--- src/hprm_pkg.sv ---
// Package for the heartbeat peak rate meter: sizes, constants, register indexes, types.
`default_nettype none
package hprm_pkg;

  // Default widths of the sample and of the period counter
  localparam int unsigned SAMPLE_BITS = 12;
  localparam int unsigned PERIOD_BITS = 20;

  // Fixed field widths
  localparam int unsigned INTERVAL_BITS  = 10;
  localparam int unsigned BAR_BITS       = 6;
  localparam int unsigned BPM_BITS       = 10;
  localparam int unsigned CFG_INDEX_BITS = 1;

  // Register reset values
  localparam int unsigned THRESHOLD_RESET = 2560;
  localparam int unsigned INTERVAL_RESET  = 25;

  // Rate arithmetic
  localparam int unsigned MS_PER_MINUTE     = 60000;
  localparam int unsigned RATE_LIMIT        = 999;
  localparam int unsigned DIVIDEND_BITS     = $clog2(MS_PER_MINUTE + 1);
  localparam int unsigned DIV_CNT_BITS      = $clog2(DIVIDEND_BITS);
  // Periods at or below this give a rate of RATE_LIMIT or more (or no rate at all)
  localparam int unsigned RATE_FLOOR_PERIOD = MS_PER_MINUTE / RATE_LIMIT;

  // Configuration register indexes
  localparam logic [CFG_INDEX_BITS-1:0] REG_PEAK_THRESHOLD     = 1'b0;
  localparam logic [CFG_INDEX_BITS-1:0] REG_SAMPLE_INTERVAL_MS = 1'b1;

  // Back end sequencer states
  typedef enum logic [1:0] {
    BK_IDLE,
    BK_DIV,
    BK_DONE
  } back_state_t;

endpackage
`default_nettype wire

--- src/hprm_if.sv ---
// Channel interfaces of the heartbeat peak rate meter: sample input and result output.
`default_nettype none
interface hprm_in_if #(
  parameter int unsigned SampleBits = hprm_pkg::SAMPLE_BITS
);
  logic                  valid;
  logic                  ready;
  logic [SampleBits-1:0] sample;

  modport source (output valid, output sample, input ready);
  modport sink   (input valid, input sample, output ready);
endinterface

interface hprm_out_if;
  import hprm_pkg::*;

  logic                valid;
  logic                ready;
  logic [BAR_BITS-1:0] bar_level;
  logic                beat_detected;
  logic                rate_valid;
  logic [BPM_BITS-1:0] beats_per_minute;

  modport source (output valid, output bar_level, output beat_detected,
                  output rate_valid, output beats_per_minute, input ready);
  modport sink   (input valid, input bar_level, input beat_detected,
                  input rate_valid, input beats_per_minute, output ready);
endinterface
`default_nettype wire

--- src/hprm_front.sv ---
// Front end: accepts samples, detects peaks, tracks the beat period, builds jobs.
`default_nettype none
module hprm_front #(
  parameter int unsigned SampleBits = hprm_pkg::SAMPLE_BITS,
  parameter int unsigned PeriodBits = hprm_pkg::PERIOD_BITS,
  localparam int unsigned JobW      = PeriodBits + hprm_pkg::BAR_BITS + 1
) (
  input  wire                                   clk,
  input  wire                                   rst_n,
  hprm_in_if.sink                               in_ch,
  input  wire [SampleBits-1:0]                  peak_threshold,
  input  wire [hprm_pkg::INTERVAL_BITS-1:0]     sample_interval_ms,
  output logic                                  push_valid,
  input  wire                                   push_ready,
  output logic [JobW-1:0]                       push_data
);
  import hprm_pkg::*;

  logic [SampleBits-1:0] prev_r, prev_nxt;
  logic                  rising_r, rising_nxt;
  logic [PeriodBits-1:0] elapsed_r, elapsed_nxt;

  logic                  accept;
  logic                  rising;
  logic                  beat;
  logic [SampleBits+1:0] times3;
  logic [BAR_BITS-1:0]   bar;
  logic [PeriodBits-1:0] base;
  logic [PeriodBits:0]   sum;

  assign push_valid   = in_ch.valid;
  assign in_ch.ready  = push_ready;
  assign accept       = in_ch.valid & push_ready;

  // Classify the sample against the previous one and the threshold
  assign rising = (prev_r <= in_ch.sample);
  assign beat   = (in_ch.sample >= peak_threshold) & rising_r & ~rising;

  // Bar level: sample*48 >> SampleBits, done as (sample*3) >> (SampleBits-4)
  assign times3 = {2'b00, in_ch.sample} + {1'b0, in_ch.sample, 1'b0};
  assign bar    = times3[SampleBits+1 -: BAR_BITS];

  // Restart the period on a beat, then add the interval with saturation
  assign base = beat ? '0 : elapsed_r;
  assign sum  = {1'b0, base} + (PeriodBits+1)'(sample_interval_ms);

  assign push_data = {bar, beat, elapsed_r};

  always_comb begin
    prev_nxt    = prev_r;
    rising_nxt  = rising_r;
    elapsed_nxt = elapsed_r;
    if (accept) begin
      prev_nxt    = in_ch.sample;
      rising_nxt  = rising;
      elapsed_nxt = sum[PeriodBits] ? '1 : sum[PeriodBits-1:0];
    end
  end

  always_ff @(posedge clk) begin
    if (!rst_n) begin
      prev_r    <= '0;
      rising_r  <= 1'b0;
      elapsed_r <= '0;
    end else begin
      prev_r    <= prev_nxt;
      rising_r  <= rising_nxt;
      elapsed_r <= elapsed_nxt;
    end
  end

endmodule
`default_nettype wire

--- src/hprm_queue.sv ---
// Two-entry job queue between the front end and the back end.
`default_nettype none
module hprm_queue #(
  parameter int unsigned Width = 8
) (
  input  wire              clk,
  input  wire              rst_n,
  input  wire              push_valid,
  output logic             push_ready,
  input  wire [Width-1:0]  push_data,
  output logic             pop_valid,
  input  wire              pop,
  output logic [Width-1:0] pop_data
);
  localparam int unsigned Depth = 2;

  logic [Width-1:0] entry_r [Depth];
  logic             wr_ptr_r, wr_ptr_nxt;
  logic             rd_ptr_r, rd_ptr_nxt;
  logic [1:0]       count_r, count_nxt;
  logic             do_push;
  logic             do_pop;

  assign push_ready = (count_r != 2'(Depth));
  assign pop_valid  = (count_r != 2'd0);
  assign pop_data   = entry_r[rd_ptr_r];
  assign do_push    = push_valid & push_ready;
  assign do_pop     = pop & pop_valid;

  // Advance pointers and the fill count
  always_comb begin
    wr_ptr_nxt = wr_ptr_r ^ do_push;
    rd_ptr_nxt = rd_ptr_r ^ do_pop;
    count_nxt  = count_r;
    if (do_push && !do_pop) begin
      count_nxt = count_r + 2'd1;
    end else if (do_pop && !do_push) begin
      count_nxt = count_r - 2'd1;
    end
  end

  always_ff @(posedge clk) begin
    if (!rst_n) begin
      wr_ptr_r <= 1'b0;
      rd_ptr_r <= 1'b0;
      count_r  <= 2'd0;
    end else begin
      wr_ptr_r <= wr_ptr_nxt;
      rd_ptr_r <= rd_ptr_nxt;
      count_r  <= count_nxt;
    end
  end

  // Store the pushed job
  always_ff @(posedge clk) begin
    if (do_push) begin
      entry_r[wr_ptr_r] <= push_data;
    end
  end

endmodule
`default_nettype wire

--- src/hprm_back.sv ---
// Back end: serial division of 60000 by the period and the output register.
`default_nettype none
module hprm_back #(
  parameter int unsigned PeriodBits = hprm_pkg::PERIOD_BITS,
  localparam int unsigned JobW      = PeriodBits + hprm_pkg::BAR_BITS + 1
) (
  input  wire              clk,
  input  wire              rst_n,
  input  wire              q_valid,
  output logic             pop,
  input  wire [JobW-1:0]   q_data,
  hprm_out_if.source       out_ch
);
  import hprm_pkg::*;

  localparam logic [DIVIDEND_BITS-1:0] Dividend = DIVIDEND_BITS'(MS_PER_MINUTE);
  localparam logic [PeriodBits-1:0]    FloorPeriod = PeriodBits'(RATE_FLOOR_PERIOD);
  localparam logic [DIV_CNT_BITS-1:0]  CntOne = DIV_CNT_BITS'(1);

  back_state_t               state_r, state_nxt;
  logic [DIV_CNT_BITS-1:0]   cnt_r, cnt_nxt;
  logic [PeriodBits-1:0]     divisor_r, divisor_nxt;
  logic [PeriodBits-1:0]     rem_r, rem_nxt;
  logic [DIVIDEND_BITS-1:0]  quot_r, quot_nxt;
  logic [BAR_BITS-1:0]       bar_hold_r, bar_hold_nxt;

  logic                      out_valid_r, out_valid_nxt;
  logic [BAR_BITS-1:0]       bar_r, bar_nxt;
  logic                      beat_r, beat_nxt;
  logic                      rate_valid_r, rate_valid_nxt;
  logic [BPM_BITS-1:0]       bpm_r, bpm_nxt;

  logic [PeriodBits-1:0]     q_period;
  logic                      q_beat;
  logic [BAR_BITS-1:0]       q_bar;
  logic                      out_free;
  logic [PeriodBits:0]       rem_sh;
  logic [PeriodBits:0]       rem_sub;
  logic                      ge;

  assign q_period = q_data[PeriodBits-1:0];
  assign q_beat   = q_data[PeriodBits];
  assign q_bar    = q_data[PeriodBits+BAR_BITS -: BAR_BITS];
  assign out_free = ~out_valid_r | out_ch.ready;

  // One restoring division step: shift in the next dividend bit, try to subtract
  assign rem_sh  = {rem_r, Dividend[cnt_r]};
  assign rem_sub = rem_sh - {1'b0, divisor_r};
  assign ge      = (rem_sh >= {1'b0, divisor_r});

  always_comb begin
    state_nxt      = state_r;
    cnt_nxt        = cnt_r;
    divisor_nxt    = divisor_r;
    rem_nxt        = rem_r;
    quot_nxt       = quot_r;
    bar_hold_nxt   = bar_hold_r;
    out_valid_nxt  = out_valid_r & ~out_ch.ready;
    bar_nxt        = bar_r;
    beat_nxt       = beat_r;
    rate_valid_nxt = rate_valid_r;
    bpm_nxt        = bpm_r;
    pop            = 1'b0;
    case (state_r)
      BK_IDLE: begin
        if (q_valid && out_free) begin
          pop = 1'b1;
          if (q_beat && (q_period > FloorPeriod)) begin
            // Start the division; the rate fits below the limit
            state_nxt    = BK_DIV;
            cnt_nxt      = DIV_CNT_BITS'(DIVIDEND_BITS - 1);
            divisor_nxt  = q_period;
            rem_nxt      = '0;
            quot_nxt     = '0;
            bar_hold_nxt = q_bar;
          end else begin
            // No beat, or a rate out of range: report without dividing
            out_valid_nxt  = 1'b1;
            bar_nxt        = q_bar;
            beat_nxt       = q_beat;
            rate_valid_nxt = 1'b0;
            bpm_nxt        = '0;
          end
        end
      end
      BK_DIV: begin
        rem_nxt  = ge ? rem_sub[PeriodBits-1:0] : rem_sh[PeriodBits-1:0];
        quot_nxt = {quot_r[DIVIDEND_BITS-2:0], ge};
        if (cnt_r == '0) begin
          state_nxt = BK_DONE;
        end else begin
          cnt_nxt = cnt_r - CntOne;
        end
      end
      BK_DONE: begin
        // Hold the quotient until the output register is free
        if (out_free) begin
          out_valid_nxt  = 1'b1;
          bar_nxt        = bar_hold_r;
          beat_nxt       = 1'b1;
          rate_valid_nxt = 1'b1;
          bpm_nxt        = quot_r[BPM_BITS-1:0];
          state_nxt      = BK_IDLE;
        end
      end
      default: begin
        state_nxt = BK_IDLE;
      end
    endcase
  end

  always_ff @(posedge clk) begin
    if (!rst_n) begin
      state_r     <= BK_IDLE;
      out_valid_r <= 1'b0;
    end else begin
      state_r     <= state_nxt;
      out_valid_r <= out_valid_nxt;
    end
  end

  always_ff @(posedge clk) begin
    cnt_r        <= cnt_nxt;
    divisor_r    <= divisor_nxt;
    rem_r        <= rem_nxt;
    quot_r       <= quot_nxt;
    bar_hold_r   <= bar_hold_nxt;
    bar_r        <= bar_nxt;
    beat_r       <= beat_nxt;
    rate_valid_r <= rate_valid_nxt;
    bpm_r        <= bpm_nxt;
  end

  assign out_ch.valid            = out_valid_r;
  assign out_ch.bar_level        = bar_r;
  assign out_ch.beat_detected    = beat_r;
  assign out_ch.rate_valid       = rate_valid_r;
  assign out_ch.beats_per_minute = bpm_r;

`ifndef SYNTHESIS
  a_rate_needs_beat: assert property (@(posedge clk) disable iff (!rst_n)
    (out_valid_r && rate_valid_r) |-> beat_r)
    else $error("rate reported without a beat");

  a_bpm_zero: assert property (@(posedge clk) disable iff (!rst_n)
    (out_valid_r && !rate_valid_r) |-> (bpm_r == '0))
    else $error("nonzero rate without rate_valid");

  a_div_count: assert property (@(posedge clk) disable iff (!rst_n)
    (state_r == BK_DIV && cnt_r != '0) |=>
      (state_r == BK_DIV && cnt_r == $past(cnt_r) - CntOne))
    else $error("division step count skipped");

  a_div_done: assert property (@(posedge clk) disable iff (!rst_n)
    (state_r == BK_DIV && cnt_r == '0) |=> (state_r == BK_DONE))
    else $error("division did not finish after the last step");

  a_pop_idle: assert property (@(posedge clk) disable iff (!rst_n)
    pop |-> (state_r == BK_IDLE && q_valid && out_free))
    else $error("job taken while busy");
`endif

endmodule
`default_nettype wire

--- src/heartbeat_peak_rate_meter.sv ---
// Top level of the heartbeat peak rate meter: configuration registers and block wiring.
`default_nettype none
// One result item per sample item. The front end takes a sample every cycle while
// the two-entry job queue has room. In the back end a sample without a beat, or a
// beat whose period is 60 ms or less (rate of 999 or more, or no period), passes
// to the output register; a beat with a longer period runs a restoring divider
// of 60000 by the period at one quotient bit per cycle and holds the back end
// until the quotient is in the output register. The back end takes the next job
// only when the output register is empty or being taken in that cycle, so a result
// that waits stalls it and, once the queue is full, the input. Configuration writes
// take effect at the next clock edge and should be made only while the block is idle.
module heartbeat_peak_rate_meter #(
  parameter int unsigned SampleBits = hprm_pkg::SAMPLE_BITS,
  parameter int unsigned PeriodBits = hprm_pkg::PERIOD_BITS,
  localparam int unsigned CfgDataW  = (SampleBits > hprm_pkg::INTERVAL_BITS) ?
                                      SampleBits : hprm_pkg::INTERVAL_BITS
) (
  input  wire                                  clk,
  input  wire                                  rst_n,
  hprm_in_if.sink                              in_ch,
  hprm_out_if.source                           out_ch,
  input  wire                                  cfg_we,
  input  wire [hprm_pkg::CFG_INDEX_BITS-1:0]   cfg_index,
  input  wire [CfgDataW-1:0]                   cfg_data
);
  import hprm_pkg::*;

  localparam int unsigned JobW = PeriodBits + BAR_BITS + 1;

  logic [SampleBits-1:0]    threshold_r, threshold_nxt;
  logic [INTERVAL_BITS-1:0] interval_r, interval_nxt;

  logic            push_valid;
  logic            push_ready;
  logic [JobW-1:0] push_data;
  logic            q_valid;
  logic            pop;
  logic [JobW-1:0] q_data;

  // Decode register writes
  always_comb begin
    threshold_nxt = threshold_r;
    interval_nxt  = interval_r;
    if (cfg_we) begin
      case (cfg_index)
        REG_PEAK_THRESHOLD:     threshold_nxt = cfg_data[SampleBits-1:0];
        REG_SAMPLE_INTERVAL_MS: interval_nxt  = cfg_data[INTERVAL_BITS-1:0];
        default: begin
          threshold_nxt = threshold_r;
        end
      endcase
    end
  end

  always_ff @(posedge clk) begin
    if (!rst_n) begin
      threshold_r <= SampleBits'(THRESHOLD_RESET);
      interval_r  <= INTERVAL_BITS'(INTERVAL_RESET);
    end else begin
      threshold_r <= threshold_nxt;
      interval_r  <= interval_nxt;
    end
  end

  hprm_front #(
    .SampleBits (SampleBits),
    .PeriodBits (PeriodBits)
  ) u_front (
    .clk                (clk),
    .rst_n              (rst_n),
    .in_ch              (in_ch),
    .peak_threshold     (threshold_r),
    .sample_interval_ms (interval_r),
    .push_valid         (push_valid),
    .push_ready         (push_ready),
    .push_data          (push_data)
  );

  hprm_queue #(
    .Width (JobW)
  ) u_queue (
    .clk        (clk),
    .rst_n      (rst_n),
    .push_valid (push_valid),
    .push_ready (push_ready),
    .push_data  (push_data),
    .pop_valid  (q_valid),
    .pop        (pop),
    .pop_data   (q_data)
  );

  hprm_back #(
    .PeriodBits (PeriodBits)
  ) u_back (
    .clk     (clk),
    .rst_n   (rst_n),
    .q_valid (q_valid),
    .pop     (pop),
    .q_data  (q_data),
    .out_ch  (out_ch)
  );

endmodule
`default_nettype wire
--- src/flat_wrapper.sv ---
// flat-port wrapper written by rule: the top's interface ports become plain ports
module heartbeat_peak_rate_meter_flat import hprm_pkg::*;
#(
  parameter int unsigned SampleBits = hprm_pkg::SAMPLE_BITS,
  parameter int unsigned PeriodBits = hprm_pkg::PERIOD_BITS,
  localparam int unsigned CfgDataW  = (SampleBits > hprm_pkg::INTERVAL_BITS) ?
                                      SampleBits : hprm_pkg::INTERVAL_BITS
)
  (clk, rst_n, cfg_we, cfg_index, cfg_data, in_ch_valid, in_ch_sample, in_ch_ready, out_ch_valid, out_ch_bar_level, out_ch_beat_detected, out_ch_rate_valid, out_ch_beats_per_minute, out_ch_ready);
  hprm_in_if #(.SampleBits(SampleBits)) in_ch_i ();
  hprm_out_if out_ch_i ();
  input  wire clk;
  input  wire rst_n;
  input  wire cfg_we;
  input  wire [hprm_pkg::CFG_INDEX_BITS-1:0] cfg_index;
  input  wire [CfgDataW-1:0] cfg_data;
  input wire logic [$bits(in_ch_i.valid)-1:0] in_ch_valid;
  input wire logic [$bits(in_ch_i.sample)-1:0] in_ch_sample;
  output wire logic [$bits(in_ch_i.ready)-1:0] in_ch_ready;
  output wire logic [$bits(out_ch_i.valid)-1:0] out_ch_valid;
  output wire logic [$bits(out_ch_i.bar_level)-1:0] out_ch_bar_level;
  output wire logic [$bits(out_ch_i.beat_detected)-1:0] out_ch_beat_detected;
  output wire logic [$bits(out_ch_i.rate_valid)-1:0] out_ch_rate_valid;
  output wire logic [$bits(out_ch_i.beats_per_minute)-1:0] out_ch_beats_per_minute;
  input wire logic [$bits(out_ch_i.ready)-1:0] out_ch_ready;
  assign in_ch_i.valid = in_ch_valid;
  assign in_ch_i.sample = in_ch_sample;
  assign in_ch_ready = in_ch_i.ready;
  assign out_ch_valid = out_ch_i.valid;
  assign out_ch_bar_level = out_ch_i.bar_level;
  assign out_ch_beat_detected = out_ch_i.beat_detected;
  assign out_ch_rate_valid = out_ch_i.rate_valid;
  assign out_ch_beats_per_minute = out_ch_i.beats_per_minute;
  assign out_ch_i.ready = out_ch_ready;
  heartbeat_peak_rate_meter #(.SampleBits(SampleBits), .PeriodBits(PeriodBits)) u_core (.clk(clk), .rst_n(rst_n), .in_ch(in_ch_i), .out_ch(out_ch_i), .cfg_we(cfg_we), .cfg_index(cfg_index), .cfg_data(cfg_data));
endmodule
--- config.mk ---
export PLATFORM = sky130hd
export DESIGN_NAME = heartbeat_peak_rate_meter_flat
export DESIGN_NICKNAME = d
export VERILOG_FILES = /design/src/hprm_pkg.sv /design/src/hprm_if.sv /design/src/hprm_front.sv /design/src/hprm_queue.sv /design/src/hprm_back.sv /design/src/heartbeat_peak_rate_meter.sv /design/src/flat_wrapper.sv
export SDC_FILE = /design/constraint.sdc
export NUM_CORES = 1
export LEC_CHECK = 0
export BUFFER_PORTS_ARGS = -buffer_cell sky130_fd_sc_hd__clkbuf_2
export CAP_MARGIN = 25
export CORE_MARGIN = 3
export CORE_UTILIZATION = 67
export CTS_CLUSTER_SIZE = 12
export DETAILED_ROUTE_END_ITERATION = 6
export PLACE_DENSITY = 0.95
export SLEW_MARGIN = 20
export SYNTH_ARGS = -nofsm -noshare
export SYNTH_HDL_FRONTEND = slang
export SYNTH_SLANG_ARGS = --single-unit
--- constraint.sdc ---
create_clock -name clk -period 9.45 [get_ports clk]
set_clock_uncertainty 0.05 [all_clocks]
set_input_delay 1.89 -clock clk [delete_from_list [all_inputs] [get_ports clk]]
set_output_delay 1.89 -clock clk [all_outputs]
set_load 0.01 [all_outputs]
==> summary.log <==
qor: run_status.run_status finished, final reports clean
qor: placement.detailed_place_hpwl 14800 um
qor: finish.net_count_of_the_finished_layout 1110
qor: yosys.syn-num-nets 1064
qor: pwr.clock_power_share 22.3%
qor: setup_path.crit_path_max_incr_delay 0.68 ns
qor: setup_path.timing.reg2reg.setup_slack 4.22 ns
qor: setup_path.timing.critical_path.max_delay_family simple AND/OR/NAND/NOR gates
qor: setup_path.cp.arrival 6.70 ns
qor: floorplan.dieWidth 129 um
qor: yosys.synth.distinct_cells 80
qor: finish.drive_gt1_share 15.0%
qor: clock_tree.cts.repair.resized 0
qor: route.totalWireLength 22200 um
qor: yosys.synthArstFlopShare 0%
qor: grt.overflow 0
qor: route.route.detailed.wl_per_inst 18.4 um
qor: setup_path.worstSetupEndpointType flip-flop
qor: clock_tree.cts_buffers 17
qor: finish.register_area 5250 sq um
qor: yosys.ys_flop_type edfxtp_1
qor: finish.antenna_cells_inserted 0
qor: sta.slew_headroom 33.1%
qor: yosys.postSynthAreaPerCell 10.6 sq um
qor: setup_path.path_cells clkbuf_2 -> ha_1 -> a211o_1 -> a31oi_1 -> or4_1 -> a21oi_1 -> nand2_1 -> and2_1 -> ha_1 -> fa_1 -> a211oi_1 -> o21ai_1 -> a41o_1 -> nand3_1 -> a211oi_2 -> nor2_1 -> a311oi_1
qor: worst_hold_path.worstHoldPathType reg -> reg
qor: floorplan.core-area 14700 sq um
qor: grt.globalRouteMet2Util 47.8%
qor: finish.multi_input_area 4550 sq um
qor: yosys.syn-instance-count 961
qor: sta.worstMarginPinSlew 1.00 ns
qor: setup_path.worst_setup_path_start_kind input pin
qor: grt.grt_antenna_before_repair 0
qor: yosys.yosys_warns 0
qor: clock_tree.cts.hold.buffers_added 0
qor: setup_path.crit_slowest_cell nor2_1
qor: clock_tree.clkSinkCount 196
qor: yosys.synth_seq_area_share 51.5%
qor: floorplan.fp.dieArea 16700 sq um
qor: clock_tree.cts.htree.levels 4
qor: sta.max_clk_rate 0.154 GHz
qor: grt.grt_pass1_vias 7581
qor: route.detailedRoute.firstPassIterationCount 5
qor: pwr.p_sw 1.19 mW
qor: sta.setup-tns-final 0 ns
qor: floorplan.die_h 129 um
qor: route.antenna_violating_nets_remaining 0
qor: setup_path.critical_path.n_buffers_inverters 1
qor: pwr.cellInternalPower 1.97 mW
qor: clock_tree.cts.clk_slew.worst_paths 0.07 ns
qor: finish.layout-area-overhead-vs-synth 9.60%
qor: grt.gr-usage-met3 6.27%
qor: setup_path.crit_fanout 21
qor: grt.grt_max_degree 47
qor: finish.final.fill_count 891
qor: pwr.ir_drop 162 uV
qor: placement.globalplace.congestion 0.910
qor: grt.gr-usage-all-layers 27.3%
qor: sta.min_period 6.47 ns
qor: clock_tree.clock_path_buffers 2
qor: finish.layout.cells.most_common_list edfxtp_1 (132), nand2_1 (128), a21oi_1 (80)
qor: grt.grtUsageMet1 32.5%
qor: finish.stdcell_area 11200 sq um
qor: flow_run.max_cap_violations 0
qor: pwr.total_power_consumption 3.17 mW
qor: sta.report.final.setup_viol 0
qor: placement.portBuffers 49
qor: setup_path.data_required_time_at_the_worst_endpoint 9.68 ns
qor: sta.layout_worst_path_cycle_share 68.5%
qor: floorplan.floorplan.initialDensity 69.2%
qor: floorplan.standard_cell_rows 44
qor: route.route.detailed.drc 0
qor: sta.finalHoldViolations 0
qor: pwr.total_leakage_power 4.42 nW
qor: route.routed_via_density 6.38
qor: grt.grt_most_used_layer met2
qor: route.dr.first_iter.drc_count 730
qor: yosys.synth_seq_cells 196
qor: floorplan.num_io_pins 50
qor: setup_path.path_type_of_the_worst_setup_path in -> reg
qor: pwr.netSwitchingFraction 37.6%
qor: sta.grt_setup_unrepaired no
qor: pwr.power.combinational.fraction 37.5%
qor: sta.slew_violations 0
qor: pwr.power_frac_seq 40.1%
qor: setup_path.critical-path-top-cell-by-count ha_1
qor: clock_tree.post_cts_repair_timing_setup_buffer_count 0
qor: yosys.synthesis.area 10200 sq um
qor: finish.layout.cells.most_common edfxtp_1
qor: clock_tree.tritoncts yes
qor: pwr.cellPowerDensity 284 nW/um^2
qor: grt.grt_first_pass_wirelength 36200 um
qor: route.num_vias 7680
qor: yosys.synth_enable_flop_cells 132
qor: clock_tree.clk-insertion-delay-late 0.44 ns
qor: clock_tree.clk_root_buffer_cell clkbuf_16
qor: placement.placedInstanceArea 10600 sq um
power groups by stage:
| stage | Combinational, mW | Clock [mW] | Sequential [mW] |
|---|---|---|---|
| after floorplan | 0.879 | 0 | 1.27 |
| after global placement | 1.09 | 0 | 1.27 |
| after detailed placement | 1.14 | 0 | 1.28 |
| after CTS | 1.17 | 0.712 | 1.27 |
| after global routing | 1.30 | 0.747 | 1.29 |
| final | 1.19 | 0.707 | 1.27 |
path summary, 6_finish.rpt:
check	end	from	depth (start not counted)
hold / removal	u_core.threshold_r[2]	u_core.threshold_r[2]	2
setup / recovery	u_core.u_front.elapsed_r[12]	in_ch_sample[2]	17
hold reg to reg	u_core.threshold_r[2]	u_core.threshold_r[2]	2
setup reg to reg	u_core.u_front.elapsed_r[12]	u_core.threshold_r[2]	17
logic make-up (layout without fill, tap and decap cells):
logic type                 after synthesis  in the layout  synth area share (%)
DFF                                    196            196                  51.5
muxes                                   31             31                  3.49
buffers and inverters                   92            151                  3.79
and+or+nand+nor                        319            319                  14.9
AOI/OAI and AO/OA                      225            225                  15.0
xor gates and xnor gates                25             25                  2.15
adders and majority gates               73             73                  9.12
per-layer routing:
metal | vias up | share of wire [%]
li1 | 3583 | -
met1 | 3655 | 40
met2 | 372 | 51
met3 | 70 | 6.7
met4 | 0 | 3.1
met5 | - | 0
sequential cells by signal, summed over array words and instances, names as in the netlist, 12 cells and up, named ones only:
signal,count
u_core.threshold_r,12
u_core.u_back.rem_r,20
u_core.u_front.elapsed_r,20
u_core.u_back.divisor_r,20
u_core.u_front.prev_r,12
u_core.u_queue.entry_r,54
Yosys cell counts, drive strengths merged, types with 8 or more instances:
master	count	area [sq um]
and2	34	213
edfxtp	132	3960
clkbuf	20	75.1
nor2	66	248
xnor2	12	105
a21o	9	67.6
nand4	8	50.1
nand3	16	80.1
mux2	27	315
inv	61	229
o21ai	40	200
ha	71	888
buf	11	81.3
a31oi	8	65.1
dfxtp	64	1280
xor2	13	114
nor3	13	70.1
nor2b	9	63.8
nand2	138	543
a21oi	90	488
a211oi	11	115
tightest hold or removal path: cells and delay by family, from the launching register on:
family | cells | cell delay (ns)
flops | 1 | 0.31
simple gates | 1 | 0.05
compound gates | 1 | 0.05
stage by stage:
step / setup slack (ns) / hold WS [ns] / instances / util [%]
6_report: 2.98 / 0.406 / 1204 / 75.9
3_5_place_dp: 2.71 / 0.398 / 1172 / 71.9
2_1_floorplan: 3.81 / 0.384 / 961 / -
3_3_place_gp: 2.79 / 0.394 / 1171 / 71.8
5_1_grt: 2.65 / 0.434 / 1204 / 75.9
4_1_cts: 3.13 / 0.408 / 1204 / 75.9
area by class of cell:
class	count	share of cell area [%]
clock buffer	17	3.81
clock inverter	15	1.40
inverter	61	2.05
multi-input combinational	673	40.8
sequential	196	47.0
tap	184	2.06
timing repair buffer	58	2.84
Power figures use the tool's default switching activity.
